==> src/sv/rlsp_pkg.sv <==
// Package with the character codes, error codes and request kinds of the range list parser.
`timescale 1ns / 1ps

package rlsp_pkg;

  // Characters that the parser recognizes.
  localparam logic [7:0] CH_COMMA = 8'h2C;
  localparam logic [7:0] CH_MINUS = 8'h2D;
  localparam logic [7:0] CH_ZERO  = 8'h30;
  localparam logic [7:0] CH_NINE  = 8'h39;

  // Sticky error codes.
  localparam logic [2:0] ERR_NONE      = 3'd0;
  localparam logic [2:0] ERR_BAD_CHAR  = 3'd1;
  localparam logic [2:0] ERR_EMPTY     = 3'd2;
  localparam logic [2:0] ERR_ORDER     = 3'd3;
  localparam logic [2:0] ERR_ZERO_END  = 3'd4;
  localparam logic [2:0] ERR_JUNK      = 3'd5;
  localparam logic [2:0] ERR_ENDING    = 3'd6;
  localparam logic [2:0] ERR_TOO_LARGE = 3'd7;

  // Request kinds.
  localparam logic KIND_CHAR  = 1'b0;
  localparam logic KIND_DRAIN = 1'b1;

endpackage

==> src/sv/range_list_selection_parser_unit.sv <==
// Range list selection parser: string parsing into a count memory and ordered read-out.
`timescale 1ns / 1ps

// The block takes a selection string such as "1,4-7,9" one character per request and
// counts every selected index in a count memory of MAX_INDEX entries with registered
// read data. Drain requests return the selected indices in ascending order, repeated by
// their count when keep_duplicates is set, and clear each entry as it is drained. After
// reset the block sweeps every memory entry to zero before it takes a request. Every
// index that a character records costs a memory read, then a write back, so a range a-b
// visits each entry from a to b. A drain request that scans reads each memory entry in
// turn until it finds a nonzero count, or runs past the last entry and reports the end
// of the read-out.
module range_list_selection_parser_unit
  import rlsp_pkg::*;
#(
  parameter int MAX_INDEX   = 1024,
  parameter int COUNT_WIDTH = 4
) (
  input  logic       clk,
  input  logic       rst_n,
  input  logic       cfg_wr_en,
  input  logic       cfg_wr_data,
  input  logic       in_valid,
  output logic       in_ready,
  input  logic       in_kind,
  input  logic [7:0] in_char_code,
  input  logic       in_last_char,
  output logic       out_valid,
  input  logic       out_ready,
  output logic [2:0] out_error_code,
  output logic       out_index_valid,
  output logic [9:0] out_selected_index,
  output logic       out_drain_done
);

  localparam int IW = $clog2(MAX_INDEX);
  localparam int AW = $clog2(MAX_INDEX + 1);
  localparam int CW = COUNT_WIDTH;
  localparam logic [AW-1:0] MAX_A  = AW'(MAX_INDEX);
  localparam logic [AW-1:0] LAST_A = AW'(MAX_INDEX - 1);
  localparam logic [CW-1:0] CNT_MAX = {CW{1'b1}};

  typedef enum logic [2:0] {
    S_CLEAR, S_IDLE, S_BUMP_RD, S_BUMP_WR, S_SCAN_RD, S_SCAN_CK, S_FIN
  } state_t;

  typedef enum logic {PH_FIRST, PH_RANGE} phase_t;

  state_t state_r, state_nxt;
  phase_t phase_r, phase_nxt;
  logic [AW-1:0] acc_r, acc_nxt;
  logic          have_r, have_nxt;
  logic [AW-1:0] rbeg_r, rbeg_nxt;
  logic [2:0]    err_r, err_nxt;
  logic [AW-1:0] dptr_r, dptr_nxt;
  logic [CW-1:0] rep_r, rep_nxt;
  logic          keep_r;
  logic [AW-1:0] p_r, p_nxt;
  logic [AW-1:0] hi_r, hi_nxt;
  logic          res_iv_r, res_iv_nxt;
  logic [AW-1:0] res_sel_r, res_sel_nxt;
  logic          res_done_r, res_done_nxt;
  logic          out_valid_r, out_valid_nxt;
  logic [2:0]    out_err_r, out_err_nxt;
  logic          out_iv_r, out_iv_nxt;
  logic [9:0]    out_sel_r, out_sel_nxt;
  logic          out_done_r, out_done_nxt;

  // Count memory ports.
  logic [CW-1:0] cnt_mem [MAX_INDEX];
  logic          mem_re;
  logic [IW-1:0] mem_ra;
  logic [CW-1:0] mem_rd_r;
  logic          mem_we;
  logic [IW-1:0] mem_wa;
  logic [CW-1:0] mem_wd;

  // Character decode and accumulator update.
  logic          is_digit;
  logic [7:0]    dig_off;
  logic [AW+3:0] acc_prod;
  logic [AW-1:0] acc_dig;
  logic          accept;

  assign accept   = in_valid && in_ready;
  assign is_digit = (in_char_code >= CH_ZERO) && (in_char_code <= CH_NINE);
  assign dig_off  = in_char_code - CH_ZERO;
  assign acc_prod = {4'b0, acc_r} * (AW + 4)'(10) + (AW + 4)'(dig_off[3:0]);
  assign acc_dig  = (acc_prod > (AW + 4)'(MAX_INDEX)) ? MAX_A : acc_prod[AW-1:0];

  // Parse step: works out the error, the store update and the new parse state.
  logic          pe_fin, pe_sgl;
  logic [AW-1:0] pe_b, pe_e;
  logic [2:0]    pe_err;
  logic          pe_bump;
  logic [AW-1:0] pe_lo, pe_hi;
  phase_t        pe_ph;
  logic [AW-1:0] pe_acc, pe_rb;
  logic          pe_hv;

  always_comb begin
    pe_fin  = 1'b0;
    pe_sgl  = 1'b0;
    pe_b    = '0;
    pe_e    = '0;
    pe_err  = ERR_NONE;
    pe_bump = 1'b0;
    pe_lo   = '0;
    pe_hi   = '0;
    pe_ph   = phase_r;
    pe_acc  = acc_r;
    pe_rb   = rbeg_r;
    pe_hv   = have_r;
    if (err_r == ERR_NONE) begin
      if (is_digit) begin
        pe_acc = acc_dig;
        pe_hv  = 1'b1;
        if (in_last_char) begin
          if (phase_r == PH_RANGE) begin
            pe_fin = 1'b1;
            pe_b   = rbeg_r;
            pe_e   = acc_dig;
          end else begin
            pe_sgl = 1'b1;
            pe_e   = acc_dig;
          end
        end
      end else if (phase_r == PH_RANGE) begin
        pe_fin = 1'b1;
        pe_b   = rbeg_r;
        pe_e   = have_r ? acc_r : '0;
        pe_ph  = PH_FIRST;
        pe_acc = '0;
        pe_hv  = 1'b0;
      end else if (in_char_code == CH_COMMA) begin
        if (have_r) begin
          pe_sgl = 1'b1;
          pe_e   = acc_r;
          pe_acc = '0;
          pe_hv  = 1'b0;
        end else begin
          pe_err = ERR_EMPTY;
        end
      end else if (in_char_code == CH_MINUS) begin
        pe_rb  = have_r ? acc_r : '0;
        pe_acc = '0;
        pe_hv  = 1'b0;
        pe_ph  = PH_RANGE;
      end else begin
        pe_err = ERR_BAD_CHAR;
      end
      // Range and single checks.
      if (pe_fin) begin
        if (pe_b >= MAX_A || pe_e >= MAX_A) begin
          pe_err = ERR_TOO_LARGE;
        end else if (pe_b > pe_e) begin
          pe_err = ERR_ORDER;
        end else if (pe_e == '0) begin
          pe_err = ERR_ZERO_END;
        end else begin
          pe_bump = 1'b1;
          pe_lo   = pe_b;
          pe_hi   = pe_e;
        end
        if (!is_digit && in_char_code != CH_COMMA && pe_err == ERR_NONE) begin
          pe_err = ERR_JUNK;
        end
      end
      if (pe_sgl) begin
        if (pe_e >= MAX_A) begin
          pe_err = ERR_TOO_LARGE;
        end else begin
          pe_bump = 1'b1;
          pe_lo   = pe_e;
          pe_hi   = pe_e;
        end
      end
      if (in_last_char && !is_digit && pe_err == ERR_NONE) begin
        pe_err = ERR_ENDING;
      end
    end
    // The end of the string restarts the parser.
    if (in_last_char) begin
      pe_ph  = PH_FIRST;
      pe_acc = '0;
      pe_hv  = 1'b0;
      pe_rb  = '0;
    end
  end

  // Sequencer next-state logic and memory port control.
  logic [CW-1:0] rep_dec;
  logic [31:0]   sel_ext;

  assign rep_dec = rep_r - CW'(1);
  assign sel_ext = 32'(res_sel_r);

  always_comb begin
    state_nxt     = state_r;
    phase_nxt     = phase_r;
    acc_nxt       = acc_r;
    have_nxt      = have_r;
    rbeg_nxt      = rbeg_r;
    err_nxt       = err_r;
    dptr_nxt      = dptr_r;
    rep_nxt       = rep_r;
    p_nxt         = p_r;
    hi_nxt        = hi_r;
    res_iv_nxt    = res_iv_r;
    res_sel_nxt   = res_sel_r;
    res_done_nxt  = res_done_r;
    out_err_nxt   = out_err_r;
    out_iv_nxt    = out_iv_r;
    out_sel_nxt   = out_sel_r;
    out_done_nxt  = out_done_r;
    out_valid_nxt = out_valid_r && !out_ready;
    mem_re = 1'b0;
    mem_ra = p_r[IW-1:0];
    mem_we = 1'b0;
    mem_wa = p_r[IW-1:0];
    mem_wd = '0;

    unique case (state_r)
      S_CLEAR: begin
        mem_we = 1'b1;
        if (p_r == LAST_A) begin
          p_nxt     = '0;
          state_nxt = S_IDLE;
        end else begin
          p_nxt = p_r + AW'(1);
        end
      end
      S_IDLE: begin
        if (accept) begin
          res_iv_nxt   = 1'b0;
          res_sel_nxt  = '0;
          res_done_nxt = 1'b0;
          if (in_kind == KIND_CHAR) begin
            phase_nxt = pe_ph;
            acc_nxt   = pe_acc;
            have_nxt  = pe_hv;
            rbeg_nxt  = pe_rb;
            if (pe_err != ERR_NONE) begin
              err_nxt = pe_err;
            end
            if (pe_bump) begin
              p_nxt     = pe_lo;
              hi_nxt    = pe_hi;
              state_nxt = S_BUMP_RD;
            end else begin
              state_nxt = S_FIN;
            end
          end else if (rep_r != '0 && dptr_r < MAX_A) begin
            rep_nxt     = rep_dec;
            res_iv_nxt  = 1'b1;
            res_sel_nxt = dptr_r;
            if (rep_dec == '0) begin
              dptr_nxt = dptr_r + AW'(1);
            end
            state_nxt = S_FIN;
          end else begin
            rep_nxt   = '0;
            p_nxt     = dptr_r;
            state_nxt = S_SCAN_RD;
          end
        end
      end
      S_BUMP_RD: begin
        mem_re    = 1'b1;
        state_nxt = S_BUMP_WR;
      end
      S_BUMP_WR: begin
        mem_we = 1'b1;
        mem_wd = (mem_rd_r == CNT_MAX) ? mem_rd_r : mem_rd_r + CW'(1);
        if (p_r == hi_r) begin
          state_nxt = S_FIN;
        end else begin
          p_nxt     = p_r + AW'(1);
          state_nxt = S_BUMP_RD;
        end
      end
      S_SCAN_RD: begin
        if (p_r >= MAX_A) begin
          res_done_nxt = 1'b1;
          dptr_nxt     = '0;
          state_nxt    = S_FIN;
        end else begin
          mem_re    = 1'b1;
          state_nxt = S_SCAN_CK;
        end
      end
      S_SCAN_CK: begin
        if (mem_rd_r == '0) begin
          p_nxt     = p_r + AW'(1);
          state_nxt = S_SCAN_RD;
        end else begin
          mem_we      = 1'b1;
          rep_nxt     = keep_r ? mem_rd_r - CW'(1) : '0;
          res_iv_nxt  = 1'b1;
          res_sel_nxt = p_r;
          if (keep_r && mem_rd_r != CW'(1)) begin
            dptr_nxt = p_r;
          end else begin
            dptr_nxt = p_r + AW'(1);
          end
          state_nxt = S_FIN;
        end
      end
      S_FIN: begin
        if (!out_valid_r || out_ready) begin
          out_valid_nxt = 1'b1;
          out_err_nxt   = err_r;
          out_iv_nxt    = res_iv_r;
          out_sel_nxt   = sel_ext[9:0];
          out_done_nxt  = res_done_r;
          state_nxt     = S_IDLE;
        end
      end
      default: state_nxt = S_IDLE;
    endcase
  end

  // State, control and result registers.
  always_ff @(posedge clk) begin
    if (!rst_n) begin
      state_r     <= S_CLEAR;
      phase_r     <= PH_FIRST;
      acc_r       <= '0;
      have_r      <= 1'b0;
      rbeg_r      <= '0;
      err_r       <= ERR_NONE;
      dptr_r      <= '0;
      rep_r       <= '0;
      keep_r      <= 1'b0;
      p_r         <= '0;
      out_valid_r <= 1'b0;
    end else begin
      state_r     <= state_nxt;
      phase_r     <= phase_nxt;
      acc_r       <= acc_nxt;
      have_r      <= have_nxt;
      rbeg_r      <= rbeg_nxt;
      err_r       <= err_nxt;
      dptr_r      <= dptr_nxt;
      rep_r       <= rep_nxt;
      p_r         <= p_nxt;
      out_valid_r <= out_valid_nxt;
      if (cfg_wr_en) begin
        keep_r <= cfg_wr_data;
      end
    end
    hi_r       <= hi_nxt;
    res_iv_r   <= res_iv_nxt;
    res_sel_r  <= res_sel_nxt;
    res_done_r <= res_done_nxt;
    out_err_r  <= out_err_nxt;
    out_iv_r   <= out_iv_nxt;
    out_sel_r  <= out_sel_nxt;
    out_done_r <= out_done_nxt;
  end

  // Count memory with registered read data.
  always_ff @(posedge clk) begin
    if (mem_we) begin
      cnt_mem[mem_wa] <= mem_wd;
    end
    if (mem_re) begin
      mem_rd_r <= cnt_mem[mem_ra];
    end
  end

  assign in_ready           = (state_r == S_IDLE);
  assign out_valid          = out_valid_r;
  assign out_error_code     = out_err_r;
  assign out_index_valid    = out_iv_r;
  assign out_selected_index = out_sel_r;
  assign out_drain_done     = out_done_r;

  // A sticky error never changes until reset.
  a_err_sticky: assert property (@(posedge clk) disable iff (!rst_n)
    (err_r != ERR_NONE) |=> (err_r == $past(err_r)))
    else $error("sticky error changed");

  // A result never reports an index and the end of the read-out together.
  a_res_excl: assert property (@(posedge clk) disable iff (!rst_n)
    out_valid_r |-> !(out_iv_r && out_done_r))
    else $error("index and drain done both set");

  // The memory is never written while the block waits for a request.
  a_no_idle_wr: assert property (@(posedge clk) disable iff (!rst_n)
    (state_r == S_IDLE) |-> !mem_we)
    else $error("memory write in idle");

  // Pending repeats always point at a stored index.
  a_rep_ptr: assert property (@(posedge clk) disable iff (!rst_n)
    (rep_r != '0) |-> (dptr_r < MAX_A))
    else $error("repeat count without a valid pointer");

endmodule
==> config.mk <==
export PLATFORM = sky130hd
export DESIGN_NAME = range_list_selection_parser_unit
export DESIGN_NICKNAME = d
export VERILOG_FILES = /design/src/sv/rlsp_pkg.sv /design/src/sv/range_list_selection_parser_unit.sv
export SDC_FILE = /design/constraint.sdc
export NUM_CORES = 2
export LEC_CHECK = 0
export BUFFER_PORTS_ARGS = -buffer_cell sky130_fd_sc_hd__buf_2
export CORE_MARGIN = 5
export CORE_UTILIZATION = 45
export DETAILED_ROUTE_END_ITERATION = 6
export MAX_ROUTING_LAYER = met4
export PLACE_DENSITY = 0.65
export REMOVE_ABC_BUFFERS = 1
export SLEW_MARGIN = 5
export SYNTH_ARGS = -nofsm -noshare
export SYNTH_HDL_FRONTEND = slang
export SYNTH_SLANG_ARGS = --single-unit
==> constraint.sdc <==
create_clock -name clk -period 69.1 [get_ports clk]
set_clock_uncertainty 0.1 [all_clocks]
set_input_delay 10.365 -clock clk [delete_from_list [all_inputs] [get_ports clk]]
set_output_delay 10.365 -clock clk [all_outputs]
set_load 0.01 [all_outputs]
; After elaboration in Yosys (flattened, before gate mapping)
; Memories as Yosys holds them, arrays and structs flattened. A register that Yosys moved wholly into a read port is not among the register bits.
; Cells that the tools add are included.
[classes]
n_addsub = 7
eq_ne = 29
magnitude_cmp = 8
n_mux = 139
n_reduce_logical = 44
bitwise_logic = 1
multipliers = 1
[ops]
columns = op, n
row1 = $mux W11, 51
row2 = $mux W3, 21
row3 = $pmux W11 S4, 1
row4 = $mux W1, 43
row5 = $mux W10, 4
row6 = $ge A11 B11 Y1 const B, 3
row7 = $pmux W11 S3, 1
row8 = $mux W4, 7
row9 = $add A11 B1 Y11 const B, 2
row10 = $pmux W3 S7, 1
row11 = $pmux W10 S2, 1
row12 = $ne A2 B2 Y1 const B, 9
row13 = $eq A8 B6 Y1 const B, 2
row14 = $add A15 B4 Y15, 1
row15 = $gt A15 B11 Y1 const B, 1
row16 = $mul A11 B3 Y14 const B, 1
row17 = $logic_not A3 Y1, 4
row18 = $reduce_and A4 Y1, 3
row19 = $reduce_and A6 Y1, 2
row20 = $sub A4 B1 Y4 const B, 3
row21 = $eq A11 B10 Y1 const B, 1
row22 = $eq A11 B11 Y1, 1
row23 = $gt A11 B11 Y1, 1
row24 = $logic_not A11 Y1, 1
row25 = other kinds (32), 64
[word_totals]
wordCells = 249
output_inout_bits = 17
mem_count = 1
ramBits = 4096
register_bits = 96
input_bits = 16
[mem_list]
columns = memory, words, width, read_ports, rd_clocked_by_memory_dff, write_ports, line_no
row1 = cnt_mem, 1024, 4, 1, 1, 1, range_list_selection_parser_unit.sv:70  ; logic [CW-1:0] cnt_mem [MAX_INDEX];

; Longest topological paths before layout
[logic_depth]
word_depth = 26
depth_mapped = 24
ltp_nobuf = 23

; Worst setup path after synthesis
; OpenSTA, ideal clock, no wires.
[synth_timing]
path_kind = reg-to-reg
start = register state_r[0]
end = memory cnt_mem[0][3] (netlist name) (data pin)
t_required_ps = 60662
slack_ps = 18647
stages_incl_launch_ff = 4
setup_time_ps = 8338
t_arrival_ps = 42015
n_path_buf = 1
cell_sequence = dfxtp_1 clkbuf_1 nand3_1 a211oi_1
[synth_between]
elab_chain_len = 2
[synth_lines]
columns = item, line_no
row1 = start: declaration, range_list_selection_parser_unit.sv:49  ; state_t state_r, state_nxt;
row2 = start signal: assignment, range_list_selection_parser_unit.sv:338  ; state_r <= state_nxt;
row3 = $eq A3 B2 Y1, range_list_selection_parser_unit.sv:223  ; unique case (state_r)
row4 = $mux W4, range_list_selection_parser_unit.sv:223
row5 = via mem_wd[3], range_list_selection_parser_unit.sv:76  ; logic [CW-1:0] mem_wd;
row6 = end: declaration, range_list_selection_parser_unit.sv:70
; The timed path passes the listed nets, and every way through them passes these cells.

; Worst setup path after layout
[layout_timing]
start = input port in_char_code[1]
end = register p_r[4]
[layout_between]
elab_chain_len = 19
word_cells_on_any_way = 46
[layout_lines]
columns = item, line_no
row1 = start: declaration, range_list_selection_parser_unit.sv:26  ; input logic [7:0] in_char_code,
row2 = "parallel branches: the longest is 19 deep, another holds $add A15 B4 Y15", -
row3 = end signal: assignment, range_list_selection_parser_unit.sv:346  ; p_r <= p_nxt;
row4 = end: declaration, range_list_selection_parser_unit.sv:58  ; logic [AW-1:0] p_r, p_nxt;
; Parallel ways; which one is timed is not known. The select of a mux whose other input is x is not followed.
; A chain may end at the register's enable or synchronous reset.

==> reports/results.txt <==
fin. max-slew vios -> 0
DRC -> 0
startpoint types -> input pin
hold slack -> 312.5 ps
Seq pwr share -> 0.535
fill count -> 28640
dominant cell type by area after synthesis -> edfxtp_1
Final Cycle Share -> 0.2246
mapped cell area -> 165100 sq um
post-synthesis mux area share -> 0.1407
Setup CP Type -> input pin to flop
clock slew at reported path FFs -> 70 ps
met1 wire length -> 162500 um
Num CTS Buffers -> 403
Sw Share -> 0.2060
share of the synthesized area in the top cell type -> 0.7528
Post-Route Setup TNS -> 0 ps
worst reg2reg startpoint -> p_r[1]$_SDFFE_PN0P_
Post-synth EDFFs -> 4138
synthesized area per cell -> 19.77 sq um
Initial Utilization -> 0.4516
net switching power -> 1.062 mW
buffers added on ports -> 32
wire length on met3 -> 43260 um
outcome -> finished clean
Seq cells post-synth -> 4196
max_slew headroom -> 0.1596
WL/cell -> 31.55 um
async set-or-reset flop fraction in the synthesized netlist -> 0
CP endpoint kind -> flop
pwr/cell area -> 27.99 nW/um^2
Final Hold Vio Count -> 0
largest net degree at the start of global routing -> 236
fin crit period -> 15520 ps
largest family of logic cells by synthesized area -> multiplexers
post-cts resize count -> 0
commonest non-fill, non-tap cell in the layout -> edfxtp_1
layout cells sized above 1 -> 0.2226
Critical Path Sink -> p_r[4]$_SDFFE_PN0P_
cells along the critical path -> buf_2 > ha_1 > fa_1 > or4_1 > o21ba_1 > mux2i_1 > o311ai_4 > o21ai_1 > nor3_4 > a22oi_1 > ha_1 > nor2b_1 > o21ai_0 > nand2b_1 > a21oi_1 > a211o_1 > a211o_1 > a211oi_4 > nor3_4 > or2_1 > a311oi_1
grt ovf -> 0
Skew-Pair Late Insertion Delay -> 960 ps
Floorplan Core Area -> 365500 sq um
Total Routed Length -> 427200 um
worst reg-to-reg setup slack -> 61640 ps
area occupied by multi-input gates -> 37570 sq um
clock power share -> 0.427
adder-cell share of the synthesized area -> 0.003502
Pre-Repair DR Iteration Count -> 6
post-synth cell types -> 99
crit path DAT -> 16290 ps
register area share after synthesis -> 0.7598
Synth Area in Simple Gates -> 0.04020
Final #Nets -> 8438
CTS tree -> done
Post-Synth XOR/XNOR Area -> 0.002820
peak supply drop -> 23.59 uV
initial antenna violation count -> 25
routed wl met2 -> 205800 um
Root Driver -> clkbuf_16
DIE AREA -> 379000 sq um
# setup viols final -> 0
commonest cells after routing, fill and taps aside -> edfxtp_1 (4138), nor2_1 (1137), mux4_2 (1028), a22oi_1 (416), clkbuf_16 (412)
Compound-Gate Fraction of Synth Area -> 0.03818
critical path's top delay family -> compound AO/OA/AOI/OAI gates
maximum level of the CTS H-tree -> 5
sequential cell area -> 125400 sq um
Slew @ Worst Pin -> 1257 ps
Post-Syn Instances -> 8349
Leak -> 55.44 nW
GPL Wtd Cong -> 0.8585
row count -> 222
Area contributors post-synth -> edfxtp_1 (75%), mux4_2 (14%), nor2_1 (2.6%)
slowest stage delay, CP -> 580 ps
DRT antenna net count -> 0
worst r2r dst -> mem_rd_r[3]$_DFFE_PP_
growth of design area from synthesis to finish -> 11.56%
RSZ-0062 raised after global routing -> false
drt via density -> 6.267
crit-path max FO -> 12
die height -> 615.6 um
combinational share of power -> 0.038
CP max stage cell -> or4_1
top routing layer used -> met4
CP startpoint -> in_char_code[1]
FMAX -> 0.06443 GHz
vias in the first global route -> 85900
Int Pwr -> 4.092 mW
Top FF cell, synth -> edfxtp_1
Top Ports -> 33
Overall Global Routing Usage -> 0.2291
Die W -> 615.6 um
Iter 0 DRT Violations -> 11260
routed vias -> 84860
Buf/Inv on CP -> 1
Req. time, crit path -> 69870 ps
CTS sink cnt -> 4196
post-CTS setup buffers -> 0
cts hold-fix bufs -> 0
Clock Tree Buf Depth -> 4
max capacitance violation total -> 0
Final HPWL DP -> 239700 um
reg2reg path depth -> 13
YS warnings -> 0
Hold Path Class -> flop to flop
stages on the worst setup path -> 21
first-pass GRT wire length -> 622400 um
[worst min path at each step]
stage | to | cells past startpoint | start
after detailed placement | out_drain_done$_DFFE_PP_ | 0 | res_done_r$_DFFE_PP_
after global placement | out_drain_done$_DFFE_PP_ | 0 | res_done_r$_DFFE_PP_
after CTS | out_selected_index[0]$_DFFE_PP_ | 0 | res_sel_r[0]$_DFFE_PP_
final | out_selected_index[0]$_DFFE_PP_ | 0 | res_sel_r[0]$_DFFE_PP_
after global routing | out_selected_index[2]$_DFFE_PP_ | 0 | res_sel_r[2]$_DFFE_PP_
after floorplan | out_drain_done$_DFFE_PP_ | 0 | res_done_r$_DFFE_PP_
[final cells by class]
| class | count | share of cell area |
|---|---|---|
| tap | 4816 | 0.03272 |
| multi-input combinational | 3526 | 0.2040 |
| clock inverter | 242 | 0.01319 |
| antenna | 10 | 0.0001359 |
| timing repair buffer | 228 | 0.01029 |
| clock buffer | 500 | 0.05800 |
| sequential | 4196 | 0.6812 |
| inverter | 22 | 0.0004485 |
[synthesized netlist by cell type (40+ instances only)]
cell / number
edfxtp_1: 4138
a22o_1: 74
a221oi_1: 72
mux4_2: 1028
o21ai_0: 95
nand2_1: 121
nand4_1: 127
buf_2: 49
nor2_1: 1143
clkbuf_1: 455
a21oi_1: 40
buf_1: 97
dfxtp_1: 58
ha_1: 43
a22oi_1: 416
[worst reg2reg max path, delay by kind of cell (launching register included)]
family	cells	cell delay [ps]
AOI/OAI and AO/OA	5	1920
muxes	2	1030
DFF	1	730
buffers and inverters	4	3040
and+or+nand+nor	2	340
[registers in the layout, indices dropped and copies added, names as in the netlist, 4 cells and up]
register,flops
cnt_mem,4096
acc_r,11
dptr_r,11
hi_r,11
p_r,11
rbeg_r,11
out_selected_index,10
res_sel_r,10
mem_rd_r,4
rep_r,4
[power groups by stage]
stage          sequential, mW  combinational [mW]  clock (mW)
2_1_floorplan            2.84               0.378           0
5_1_grt                  2.75               0.206        2.34
4_1_cts                  2.76               0.198        2.23
6_report                 2.76               0.196        2.20
3_5_place_dp             2.81               0.197           0
3_3_place_gp             2.81               0.196           0
[per-stage QoR]
step                power (mW)  setup slack [ps]  utilization  area [sq um]  instances
floorplan                3.222             18700            -        162700       7744
global placement         3.006             52740       0.4678        171000      12790
detailed placement       3.007             52720       0.4678        171000      12790
CTS                      5.181             53740       0.5037        184100      13530
global route             5.301             53410       0.5037        184100      13530
finish                   5.153             53580       0.5038        184100      13540
[cells by family (layout without fill, tap and decap cells)]
group,count (synthesis),in the layout
and+or+nand+nor,1557,1557
AOI/OAI and AO/OA,839,839
muxes,1035,1035
DFF,4196,4196
adders and majority gates,45,45
xor gates and xnor gates,49,49
other,1,11
buffers and inverters,627,992
[routing by layer]
layer / vias up / global-route usage
met4: 0 / 0.07417
met2: 4807 / 0.3544
met3: 796 / 0.04688
li1: 34480 / -
met5: - / -
met1: 44780 / 0.3079
Note: power is estimated with default switching activity, not from simulation.
